===== src/rtl/rde_pkg.sv =====
// Package for the radix digit emitter: shared constants, register codes and the
// back-end state type. No dependencies.
package rde_pkg;

  // Character and configuration widths.
  localparam int CHAR_W     = 8;
  localparam int CFG_W      = 64;
  localparam int LEN_W      = 5;
  localparam int CFG_IDX_W  = 2;
  localparam int NUM_DIGITS = 16;
  localparam int ALPHA_W    = NUM_DIGITS * CHAR_W;
  localparam int DIGIT_W    = 4;

  // Largest radix the alphabet may define.
  localparam logic [LEN_W-1:0] MAX_RADIX = 5'd16;

  // Reserved characters.
  localparam logic [CHAR_W-1:0] CH_MINUS = 8'h2D;
  localparam logic [CHAR_W-1:0] CH_PLUS  = 8'h2B;
  localparam logic [CHAR_W-1:0] CH_NONE  = 8'h00;

  // Configuration register indexes.
  localparam logic [CFG_IDX_W-1:0] CFG_ALPHA_LOW  = 2'd0;
  localparam logic [CFG_IDX_W-1:0] CFG_ALPHA_HIGH = 2'd1;
  localparam logic [CFG_IDX_W-1:0] CFG_BASE_LEN   = 2'd2;

  // Back-end sequencer states.
  typedef enum logic [2:0] {
    BK_IDLE,
    BK_DIV,
    BK_SIGN,
    BK_READ,
    BK_LOAD,
    BK_ERR
  } back_state_t;

endpackage


===== src/rtl/rde_ram.sv =====
// Generic single-write, single-read RAM with a registered read port.
// No dependencies.
module rde_ram #(
  parameter int WIDTH = 4,
  parameter int DEPTH = 32
) (
  input  logic                     clk,
  input  logic                     we,
  input  logic [$clog2(DEPTH)-1:0] waddr,
  input  logic [WIDTH-1:0]         wdata,
  input  logic                     re,
  input  logic [$clog2(DEPTH)-1:0] raddr,
  output logic [WIDTH-1:0]         rdata
);

  logic [WIDTH-1:0] mem [DEPTH];
  logic [WIDTH-1:0] rdata_r;

  // Write port and registered read port.
  always_ff @(posedge clk) begin
    if (we) begin
      mem[waddr] <= wdata;
    end
    if (re) begin
      rdata_r <= mem[raddr];
    end
  end

  assign rdata = rdata_r;

endmodule


===== src/rtl/rde_queue.sv =====
// Small register queue that decouples the front end from the back end.
// No dependencies.
module rde_queue #(
  parameter int WIDTH = 34,
  parameter int DEPTH = 2
) (
  input  logic             clk,
  input  logic             rst_n,
  input  logic             push,
  input  logic [WIDTH-1:0] push_data,
  output logic             full,
  input  logic             pop,
  output logic [WIDTH-1:0] pop_data,
  output logic             empty
);

  localparam int PW = (DEPTH > 1) ? $clog2(DEPTH) : 1;
  localparam int CW = $clog2(DEPTH + 1);

  logic [WIDTH-1:0] slot_r [DEPTH];
  logic [PW-1:0]    wptr_r, wptr_nxt;
  logic [PW-1:0]    rptr_r, rptr_nxt;
  logic [CW-1:0]    count_r, count_nxt;
  logic             do_push, do_pop;

  assign full     = (count_r == CW'(DEPTH));
  assign empty    = (count_r == '0);
  assign do_push  = push && !full;
  assign do_pop   = pop && !empty;
  assign pop_data = slot_r[rptr_r];

  // Pointer and fill-count update.
  always_comb begin
    wptr_nxt  = wptr_r;
    rptr_nxt  = rptr_r;
    count_nxt = count_r;
    if (do_push) begin
      wptr_nxt = (wptr_r == PW'(DEPTH - 1)) ? '0 : wptr_r + 1'b1;
    end
    if (do_pop) begin
      rptr_nxt = (rptr_r == PW'(DEPTH - 1)) ? '0 : rptr_r + 1'b1;
    end
    if (do_push && !do_pop) begin
      count_nxt = count_r + 1'b1;
    end else if (do_pop && !do_push) begin
      count_nxt = count_r - 1'b1;
    end
  end

  always_ff @(posedge clk) begin
    if (!rst_n) begin
      wptr_r  <= '0;
      rptr_r  <= '0;
      count_r <= '0;
    end else begin
      wptr_r  <= wptr_nxt;
      rptr_r  <= rptr_nxt;
      count_r <= count_nxt;
    end
  end

  // Entry storage.
  always_ff @(posedge clk) begin
    if (do_push) begin
      slot_r[wptr_r] <= push_data;
    end
  end

endmodule


===== src/rtl/rde_front.sv =====
// Front end: accepts a number, checks the alphabet and splits sign and magnitude.
// Depends on rde_pkg.
module rde_front
  import rde_pkg::*;
#(
  parameter int VALUE_WIDTH = 32
) (
  input  logic                          in_push,
  input  logic signed [VALUE_WIDTH-1:0] in_number,
  input  logic                          q_full,
  input  logic [ALPHA_W-1:0]            alphabet,
  input  logic [LEN_W-1:0]              base_length,
  output logic                          q_push,
  output logic [VALUE_WIDTH+1:0]        q_data
);

  logic                   alpha_ok;
  logic                   negative;
  logic [VALUE_WIDTH-1:0] num_u;
  logic [VALUE_WIDTH-1:0] magnitude;

  // Alphabet check: length in range, characters legal and pairwise distinct.
  always_comb begin
    logic [CHAR_W-1:0] c;
    alpha_ok = (base_length >= 5'd2) && (base_length <= MAX_RADIX);
    for (int a = 0; a < NUM_DIGITS; a++) begin
      c = alphabet[a*CHAR_W +: CHAR_W];
      if (LEN_W'(a) < base_length) begin
        if (c == CH_NONE || c == CH_MINUS || c == CH_PLUS) begin
          alpha_ok = 1'b0;
        end
        for (int b = a + 1; b < NUM_DIGITS; b++) begin
          if ((LEN_W'(b) < base_length) && (alphabet[b*CHAR_W +: CHAR_W] == c)) begin
            alpha_ok = 1'b0;
          end
        end
      end
    end
  end

  // Sign and unsigned magnitude; the most negative value maps onto itself.
  assign num_u     = in_number;
  assign negative  = num_u[VALUE_WIDTH-1];
  assign magnitude = negative ? (~num_u + 1'b1) : num_u;

  // Queue entry: error flag, sign flag, magnitude.
  assign q_push = in_push && !q_full;
  assign q_data = {!alpha_ok, negative, magnitude};

endmodule


===== src/rtl/rde_back.sv =====
// Back end: divides the magnitude into digits, stores them, then emits the
// characters most significant first. Depends on rde_pkg and rde_ram.
module rde_back
  import rde_pkg::*;
#(
  parameter int VALUE_WIDTH = 32
) (
  input  logic                   clk,
  input  logic                   rst_n,
  input  logic                   q_empty,
  input  logic [VALUE_WIDTH+1:0] q_data,
  output logic                   q_pop,
  input  logic [ALPHA_W-1:0]     alphabet,
  input  logic [LEN_W-1:0]       base_length,
  output logic                   out_empty,
  input  logic                   out_pop,
  output logic [CHAR_W-1:0]      out_character,
  output logic                   out_status,
  output logic                   out_last
);

  // Eight restoring-division steps per cycle over a zero-padded dividend.
  localparam int STEPS  = 8;
  localparam int NCHUNK = (VALUE_WIDTH + STEPS - 1) / STEPS;
  localparam int PADW   = NCHUNK * STEPS;
  localparam int IW     = (NCHUNK > 1) ? $clog2(NCHUNK) : 1;
  localparam int AW     = $clog2(VALUE_WIDTH);
  localparam int CW     = $clog2(VALUE_WIDTH + 1);

  back_state_t       state_r, state_nxt;
  logic [PADW-1:0]   div_r, div_nxt;
  logic [DIGIT_W-1:0] rem_r, rem_nxt;
  logic [IW-1:0]     iter_r;
  logic [CW-1:0]     cnt_r;
  logic              neg_r;
  logic              last_chunk;

  logic              out_valid_r;
  logic [CHAR_W-1:0] out_char_r;
  logic              out_status_r;
  logic              out_last_r;

  logic              slot_free;
  logic              out_load;
  logic [CHAR_W-1:0] load_char;
  logic              load_status;
  logic              load_last;
  logic              ram_we;
  logic              ram_re;
  logic [DIGIT_W-1:0] ram_q;
  logic              q_err;
  logic              q_neg;
  logic [VALUE_WIDTH-1:0] q_mag;

  assign {q_err, q_neg, q_mag} = q_data;
  assign last_chunk = (iter_r == IW'(NCHUNK - 1));
  assign slot_free  = !out_valid_r || out_pop;

  // One chunk of restoring division by the radix.
  always_comb begin
    logic [DIGIT_W:0] t;
    rem_nxt = rem_r;
    div_nxt = div_r;
    for (int k = 0; k < STEPS; k++) begin
      t       = {rem_nxt, div_nxt[PADW-1]};
      div_nxt = {div_nxt[PADW-2:0], 1'b0};
      if (t >= base_length) begin
        rem_nxt    = DIGIT_W'(t - base_length);
        div_nxt[0] = 1'b1;
      end else begin
        rem_nxt = t[DIGIT_W-1:0];
      end
    end
  end

  // Digit store.
  rde_ram #(
    .WIDTH (DIGIT_W),
    .DEPTH (VALUE_WIDTH)
  ) u_digits (
    .clk   (clk),
    .we    (ram_we),
    .waddr (cnt_r[AW-1:0]),
    .wdata (rem_nxt),
    .re    (ram_re),
    .raddr (AW'(cnt_r - 1'b1)),
    .rdata (ram_q)
  );

  // Next state.
  always_comb begin
    state_nxt = state_r;
    unique case (state_r)
      BK_IDLE: begin
        if (!q_empty) begin
          state_nxt = q_err ? BK_ERR : BK_DIV;
        end
      end
      BK_DIV: begin
        if (last_chunk && (div_nxt == '0)) begin
          state_nxt = neg_r ? BK_SIGN : BK_READ;
        end
      end
      BK_SIGN: begin
        if (slot_free) begin
          state_nxt = BK_READ;
        end
      end
      BK_READ: begin
        state_nxt = BK_LOAD;
      end
      BK_LOAD: begin
        if (slot_free) begin
          state_nxt = (cnt_r == '0) ? BK_IDLE : BK_READ;
        end
      end
      BK_ERR: begin
        if (slot_free) begin
          state_nxt = BK_IDLE;
        end
      end
      default: begin
        state_nxt = BK_IDLE;
      end
    endcase
  end

  // Control outputs of the sequencer.
  always_comb begin
    q_pop       = (state_r == BK_IDLE) && !q_empty;
    ram_we      = (state_r == BK_DIV) && last_chunk;
    ram_re      = (state_r == BK_READ);
    out_load    = slot_free &&
                  ((state_r == BK_SIGN) || (state_r == BK_LOAD) || (state_r == BK_ERR));
    load_status = (state_r == BK_ERR);
    load_last   = (state_r == BK_ERR) || ((state_r == BK_LOAD) && (cnt_r == '0));
    unique case (state_r)
      BK_SIGN: load_char = CH_MINUS;
      BK_ERR:  load_char = CH_NONE;
      default: load_char = alphabet[{ram_q, 3'b000} +: CHAR_W];
    endcase
  end

  // Control registers.
  always_ff @(posedge clk) begin
    if (!rst_n) begin
      state_r     <= BK_IDLE;
      iter_r      <= '0;
      cnt_r       <= '0;
      out_valid_r <= 1'b0;
    end else begin
      state_r <= state_nxt;
      if (q_pop) begin
        iter_r <= '0;
        cnt_r  <= '0;
      end else if (state_r == BK_DIV) begin
        iter_r <= last_chunk ? '0 : iter_r + 1'b1;
        if (last_chunk) begin
          cnt_r <= cnt_r + 1'b1;
        end
      end else if (ram_re) begin
        cnt_r <= cnt_r - 1'b1;
      end
      if (out_load) begin
        out_valid_r <= 1'b1;
      end else if (out_pop) begin
        out_valid_r <= 1'b0;
      end
    end
  end

  // Datapath registers.
  always_ff @(posedge clk) begin
    if (q_pop) begin
      div_r <= PADW'(q_mag);
      rem_r <= '0;
      neg_r <= q_neg;
    end else if (state_r == BK_DIV) begin
      div_r <= div_nxt;
      rem_r <= last_chunk ? '0 : rem_nxt;
    end
    if (out_load) begin
      out_char_r   <= load_char;
      out_status_r <= load_status;
      out_last_r   <= load_last;
    end
  end

  assign out_empty     = !out_valid_r;
  assign out_character = out_char_r;
  assign out_status    = out_status_r;
  assign out_last      = out_last_r;

endmodule


===== src/rtl/radix_digit_emitter.sv =====
// Radix digit emitter top: rde_front, rde_queue and rde_back with rde_ram, on rde_pkg.
// Each digit comes from a chunked restoring division by the radix; the stored digits are
// then read back and emitted most significant first, after a minus sign when negative.
// The back end works on one number at a time (up to 32 digits in binary); an invalid
// alphabet yields one error character. Two queue slots in front take numbers meanwhile.
// Reset (rst_n low, synchronous) empties queue and output and clears the config registers.
module radix_digit_emitter
  import rde_pkg::*;
#(
  parameter int VALUE_WIDTH = 32
) (
  input  logic                          clk,
  input  logic                          rst_n,
  input  logic                          in_push,
  output logic                          in_full,
  input  logic signed [VALUE_WIDTH-1:0] in_number,
  output logic                          out_empty,
  input  logic                          out_pop,
  output logic [CHAR_W-1:0]             out_character,
  output logic                          out_status,
  output logic                          out_last,
  input  logic                          cfg_we,
  input  logic [CFG_IDX_W-1:0]          cfg_index,
  input  logic [CFG_W-1:0]              cfg_data
);

  localparam int QW = VALUE_WIDTH + 2;

  logic [CFG_W-1:0] alpha_low_r;
  logic [CFG_W-1:0] alpha_high_r;
  logic [LEN_W-1:0] base_len_r;
  logic [ALPHA_W-1:0] alphabet;

  logic          q_push, q_full, q_pop, q_empty;
  logic [QW-1:0] q_wdata, q_rdata;

  // Configuration registers.
  always_ff @(posedge clk) begin
    if (!rst_n) begin
      alpha_low_r  <= '0;
      alpha_high_r <= '0;
      base_len_r   <= '0;
    end else if (cfg_we) begin
      unique case (cfg_index)
        CFG_ALPHA_LOW:  alpha_low_r  <= cfg_data;
        CFG_ALPHA_HIGH: alpha_high_r <= cfg_data;
        CFG_BASE_LEN:   base_len_r   <= cfg_data[LEN_W-1:0];
        default: ;
      endcase
    end
  end

  assign alphabet = {alpha_high_r, alpha_low_r};
  assign in_full  = q_full;

  // Front end: classification of each incoming number.
  rde_front #(
    .VALUE_WIDTH (VALUE_WIDTH)
  ) u_front (
    .in_push     (in_push),
    .in_number   (in_number),
    .q_full      (q_full),
    .alphabet    (alphabet),
    .base_length (base_len_r),
    .q_push      (q_push),
    .q_data      (q_wdata)
  );

  // Work queue between front and back.
  rde_queue #(
    .WIDTH (QW),
    .DEPTH (2)
  ) u_queue (
    .clk       (clk),
    .rst_n     (rst_n),
    .push      (q_push),
    .push_data (q_wdata),
    .full      (q_full),
    .pop       (q_pop),
    .pop_data  (q_rdata),
    .empty     (q_empty)
  );

  // Back end: digit generation and character output.
  rde_back #(
    .VALUE_WIDTH (VALUE_WIDTH)
  ) u_back (
    .clk           (clk),
    .rst_n         (rst_n),
    .q_empty       (q_empty),
    .q_data        (q_rdata),
    .q_pop         (q_pop),
    .alphabet      (alphabet),
    .base_length   (base_len_r),
    .out_empty     (out_empty),
    .out_pop       (out_pop),
    .out_character (out_character),
    .out_status    (out_status),
    .out_last      (out_last)
  );

endmodule


===== config.mk =====
export PLATFORM = sky130hd
export DESIGN_NAME = radix_digit_emitter
export DESIGN_NICKNAME = d
export VERILOG_FILES = /design/src/rtl/rde_pkg.sv /design/src/rtl/rde_ram.sv /design/src/rtl/rde_queue.sv /design/src/rtl/rde_front.sv /design/src/rtl/rde_back.sv /design/src/rtl/radix_digit_emitter.sv
export SDC_FILE = /design/constraint.sdc
export NUM_CORES = 2
export LEC_CHECK = 0
export ABC_CLOCK_PERIOD_IN_PS = 39500
export CAP_MARGIN = 10
export CORE_UTILIZATION = 30
export DETAILED_ROUTE_END_ITERATION = 12
export DONT_BUFFER_PORTS = 1
export GPL_TIMING_DRIVEN = 0
export SLEW_MARGIN = 0
export SYNTH_ARGS = -nofsm -noshare
export SYNTH_HDL_FRONTEND = slang
export SYNTH_SLANG_ARGS = --single-unit
export TNS_END_PERCENT = 10

===== constraint.sdc =====
create_clock -name clk -period 39.5 [get_ports clk]
set_clock_uncertainty 0.05 [all_clocks]
set_input_delay 5.925 -clock clk [delete_from_list [all_inputs] [get_ports clk]]
set_output_delay 5.925 -clock clk [all_outputs]
set_load 0.02 [all_outputs]

==> impl_metrics.json <==
{
  "grt_antenna_before_repair": 5,
  "violations": "max-capacitance violations, max-slew violations",
  "grt_pass1_wl_um": 199000,
  "post_drt_wl_per_cell_um": 29.9,
  "r2r_cells": 58,
  "rrSetupSlack_ps": 23280,
  "root_buffer": "clkbuf_16",
  "holdPathEnd": "u_back.iter_r[1]",
  "routed_wl_um": 143000,
  "yosys-top-cells-count": "xor2_1 (622), xnor2_1 (409), nand2_1 (333)",
  "slew_viol_final": 4,
  "synthesis.nets": 3463,
  "maxCapViolations": 1,
  "clk_pin_slew_ps": 60,
  "drive_above_1_share": 0.117,
  "max_stage_delay_ps": 910,
  "synth_cells": 3305,
  "ioPinCount": 115,
  "row_count": 118,
  "hold_path.class": "flop to flop",
  "die_h_um": 325,
  "yosysTopAreaCell": "edfxtp_1",
  "tightest_slew_ps": 1600,
  "fill_cells": 10600,
  "numClockSinks": 397,
  "final_area_um2": 34900,
  "dr.pass1.iters": 6,
  "cts_setup_buffers": 0,
  "nNetsFinal": 3523,
  "hold_depth": 2,
  "die_w_um": 325,
  "cp_data_arrival_time_ps": 16320,
  "gp_congestion": 1.07,
  "clk_path_buf_depth": 3,
  "vias": 27300,
  "postSynthAreaPerCell_um2": 9.50,
  "finalSetupViolations": 0,
  "placed_cell_area_um2": 33300,
  "cp_max_fo": 32,
  "clkLatencyLatePin_ps": 620,
  "rr_startpoint": "base_len_r[1]",
  "port_buffers": 0,
  "via_per_inst": 5.71,
  "core-area_um2": 104000,
  "dp_hpwl_um": 102000,
  "synth.top_cell.area_share": 0.232,
  "area_delta_synth_final_pct": 11.3,
  "cp_slowest_cell": "dfxtp_1",
  "synth-async-reset-ratio": 0,
  "synth_cell_type_count": 62,
  "start_util": 0.303,
  "cts.htree.levels": 2,
  "min_period_over_period": 0.411,
  "drtIter0Drc": 3670,
  "rr_endpoint": "u_back.u_digits.mem[1][3]",
  "cts_tree": "built",
  "synthTopCellsByArea": "edfxtp_1 (23%), xor2_1 (17%), xnor2_1 (11%)",
  "synth_edf_count": 243,
  "rsz0062_at_grt": "false",
  "fin_util": 0.337,
  "grt_start_max_net_pins": 35,
  "slew_headroom": -0.0956,
  "status": "finished, violations left",
  "post-route-min-period_ps": 16220,
  "cts_resized": 0,
  "syn_area_um2": 31400,
  "gr-total-overflow": 0,
  "crit_type": "flop to flop",
  "grt_pass1_vias": 26200,
  "ys_seq_area_frac": 0.331,
  "yosys_warnings": 0,
  "drtAntennaViolNets": 0,
  "cp-end-kind": "flop",
  "die_area_um2": 106000,
  "fmax_mhz": 61.7,
  "drc": 0,
  "track_usage": 0.262,
  "critPathRequiredTime_ps": 39600,
  "ys.flop_type": "edfxtp_1",
  "synth_most_common_cell": "xor2_1",
  "ys_seq_elements": 397,
  "worstHoldStart": "u_back.iter_r[1]",
  "startpoint_type": "flop",
  "finalSetupTns_ps": 0,
  "ctsHoldBuffers": 0,
  "hold_viol_final": 0,
  "numCtsBuffers": 45
}
## cell type report
cell class | count | area [um2] | share of cell area
diodes | 1 | 2.50 | 0.0000716
clock buffers | 64 | 1260 | 0.0360
well taps | 1380 | 1730 | 0.0494
plain buffers | 351 | 1560 | 0.0445
inverters | 46 | 173 | 0.00494
repair buffers | 13 | 195 | 0.00559
multi-input cells | 2511 | 19300 | 0.554
flip-flops and latches | 397 | 10400 | 0.297
clock inverters | 19 | 307 | 0.00878
## per-layer routing
layer	share of wire	GRT usage	vias up
li1	-	-	11600
met4	0.070	0.158	4
met2	0.41	0.380	1952
met5	0.00024	0	-
met1	0.39	0.336	13300
met3	0.12	0.0838	522
## per-stage QoR
| stage | hold WS (ps) | instances | setup slack [ps] |
|---|---|---|---|
| 6_report | 411 | 4782 | 23280 |
| 3_5_place_dp | 403 | 4695 | 23450 |
| 3_3_place_gp | 396 | 4685 | 22760 |
| 2_1_floorplan | 390 | 3305 | 26800 |
| 5_1_grt | 461 | 4781 | 22140 |
| 4_1_cts | 412 | 4778 | 23390 |
## worst max path at each step
stage | startpoint | to | slack, ps | cells past startpoint
CTS | base_len_r[1] | u_back.u_digits.mem[19][3] | 23390 | 58
detailed placement | base_len_r[1] | u_back.u_digits.mem[18][3] | 23450 | 58
finish | base_len_r[1] | u_back.u_digits.mem[1][3] | 23280 | 58
floorplan | base_len_r[1] | u_back.u_digits.mem[0][1] | 26800 | 56
global placement | base_len_r[1] | u_back.u_digits.mem[26][1] | 22760 | 56
global route | base_len_r[1] | u_back.u_digits.mem[0][3] | 22140 | 58
## sequential cells by signal, indices dropped and copies added, names as in the netlist, 3 cells and up, named ones only
signal,flops
u_back.u_digits.mem,128
u_queue.slot_r,68
alpha_high_r,64
alpha_low_r,64
u_back.div_r,32
u_back.out_character,8
u_back.cnt_r,6
base_len_r,5
u_back.rem_r,4
u_back.u_digits.rdata,4
u_back.state_r,3
## kinds of logic after synthesis
family,count (synthesis),synth area share
compound gates,352,0.0770
mux,140,0.0773
fa+ha+maj,55,0.0238
flops,397,0.331
xor+xnor,1031,0.288
buf+inv,397,0.0550
simple gates,933,0.148
## critical path: cells and delay by family, from the launching register on
family	cells	cell delay [ps]
buf+inv	9	1710
compound gates	26	7260
simple gates	10	1540
flops	1	910
fa+ha+maj	8	2170
mux	5	2010
## cells in the final DEF, fill, tap and decap left out, types with 58 or more instances in the layout
master / synthesis / layout
edfxtp_1: 243 / 243
xor2_1: 622 / 622
nand2_1: 333 / 333
nand4_1: 103 / 103
nor2_1: 92 / 90
nor3_1: 58 / 58
clkbuf_1: 117 / 130
a21boi_0: 133 / 133
nor4_1: 170 / 169
xnor2_1: 409 / 409
buf_2: 190 / 190
dfxtp_1: 154 / 154
mux4_2: 80 / 80
nand3_1: 89 / 89
Power is left out: the tool's default activity adds up to more than one toggle a clock period on the data nets, which glitch-free logic cannot reach.
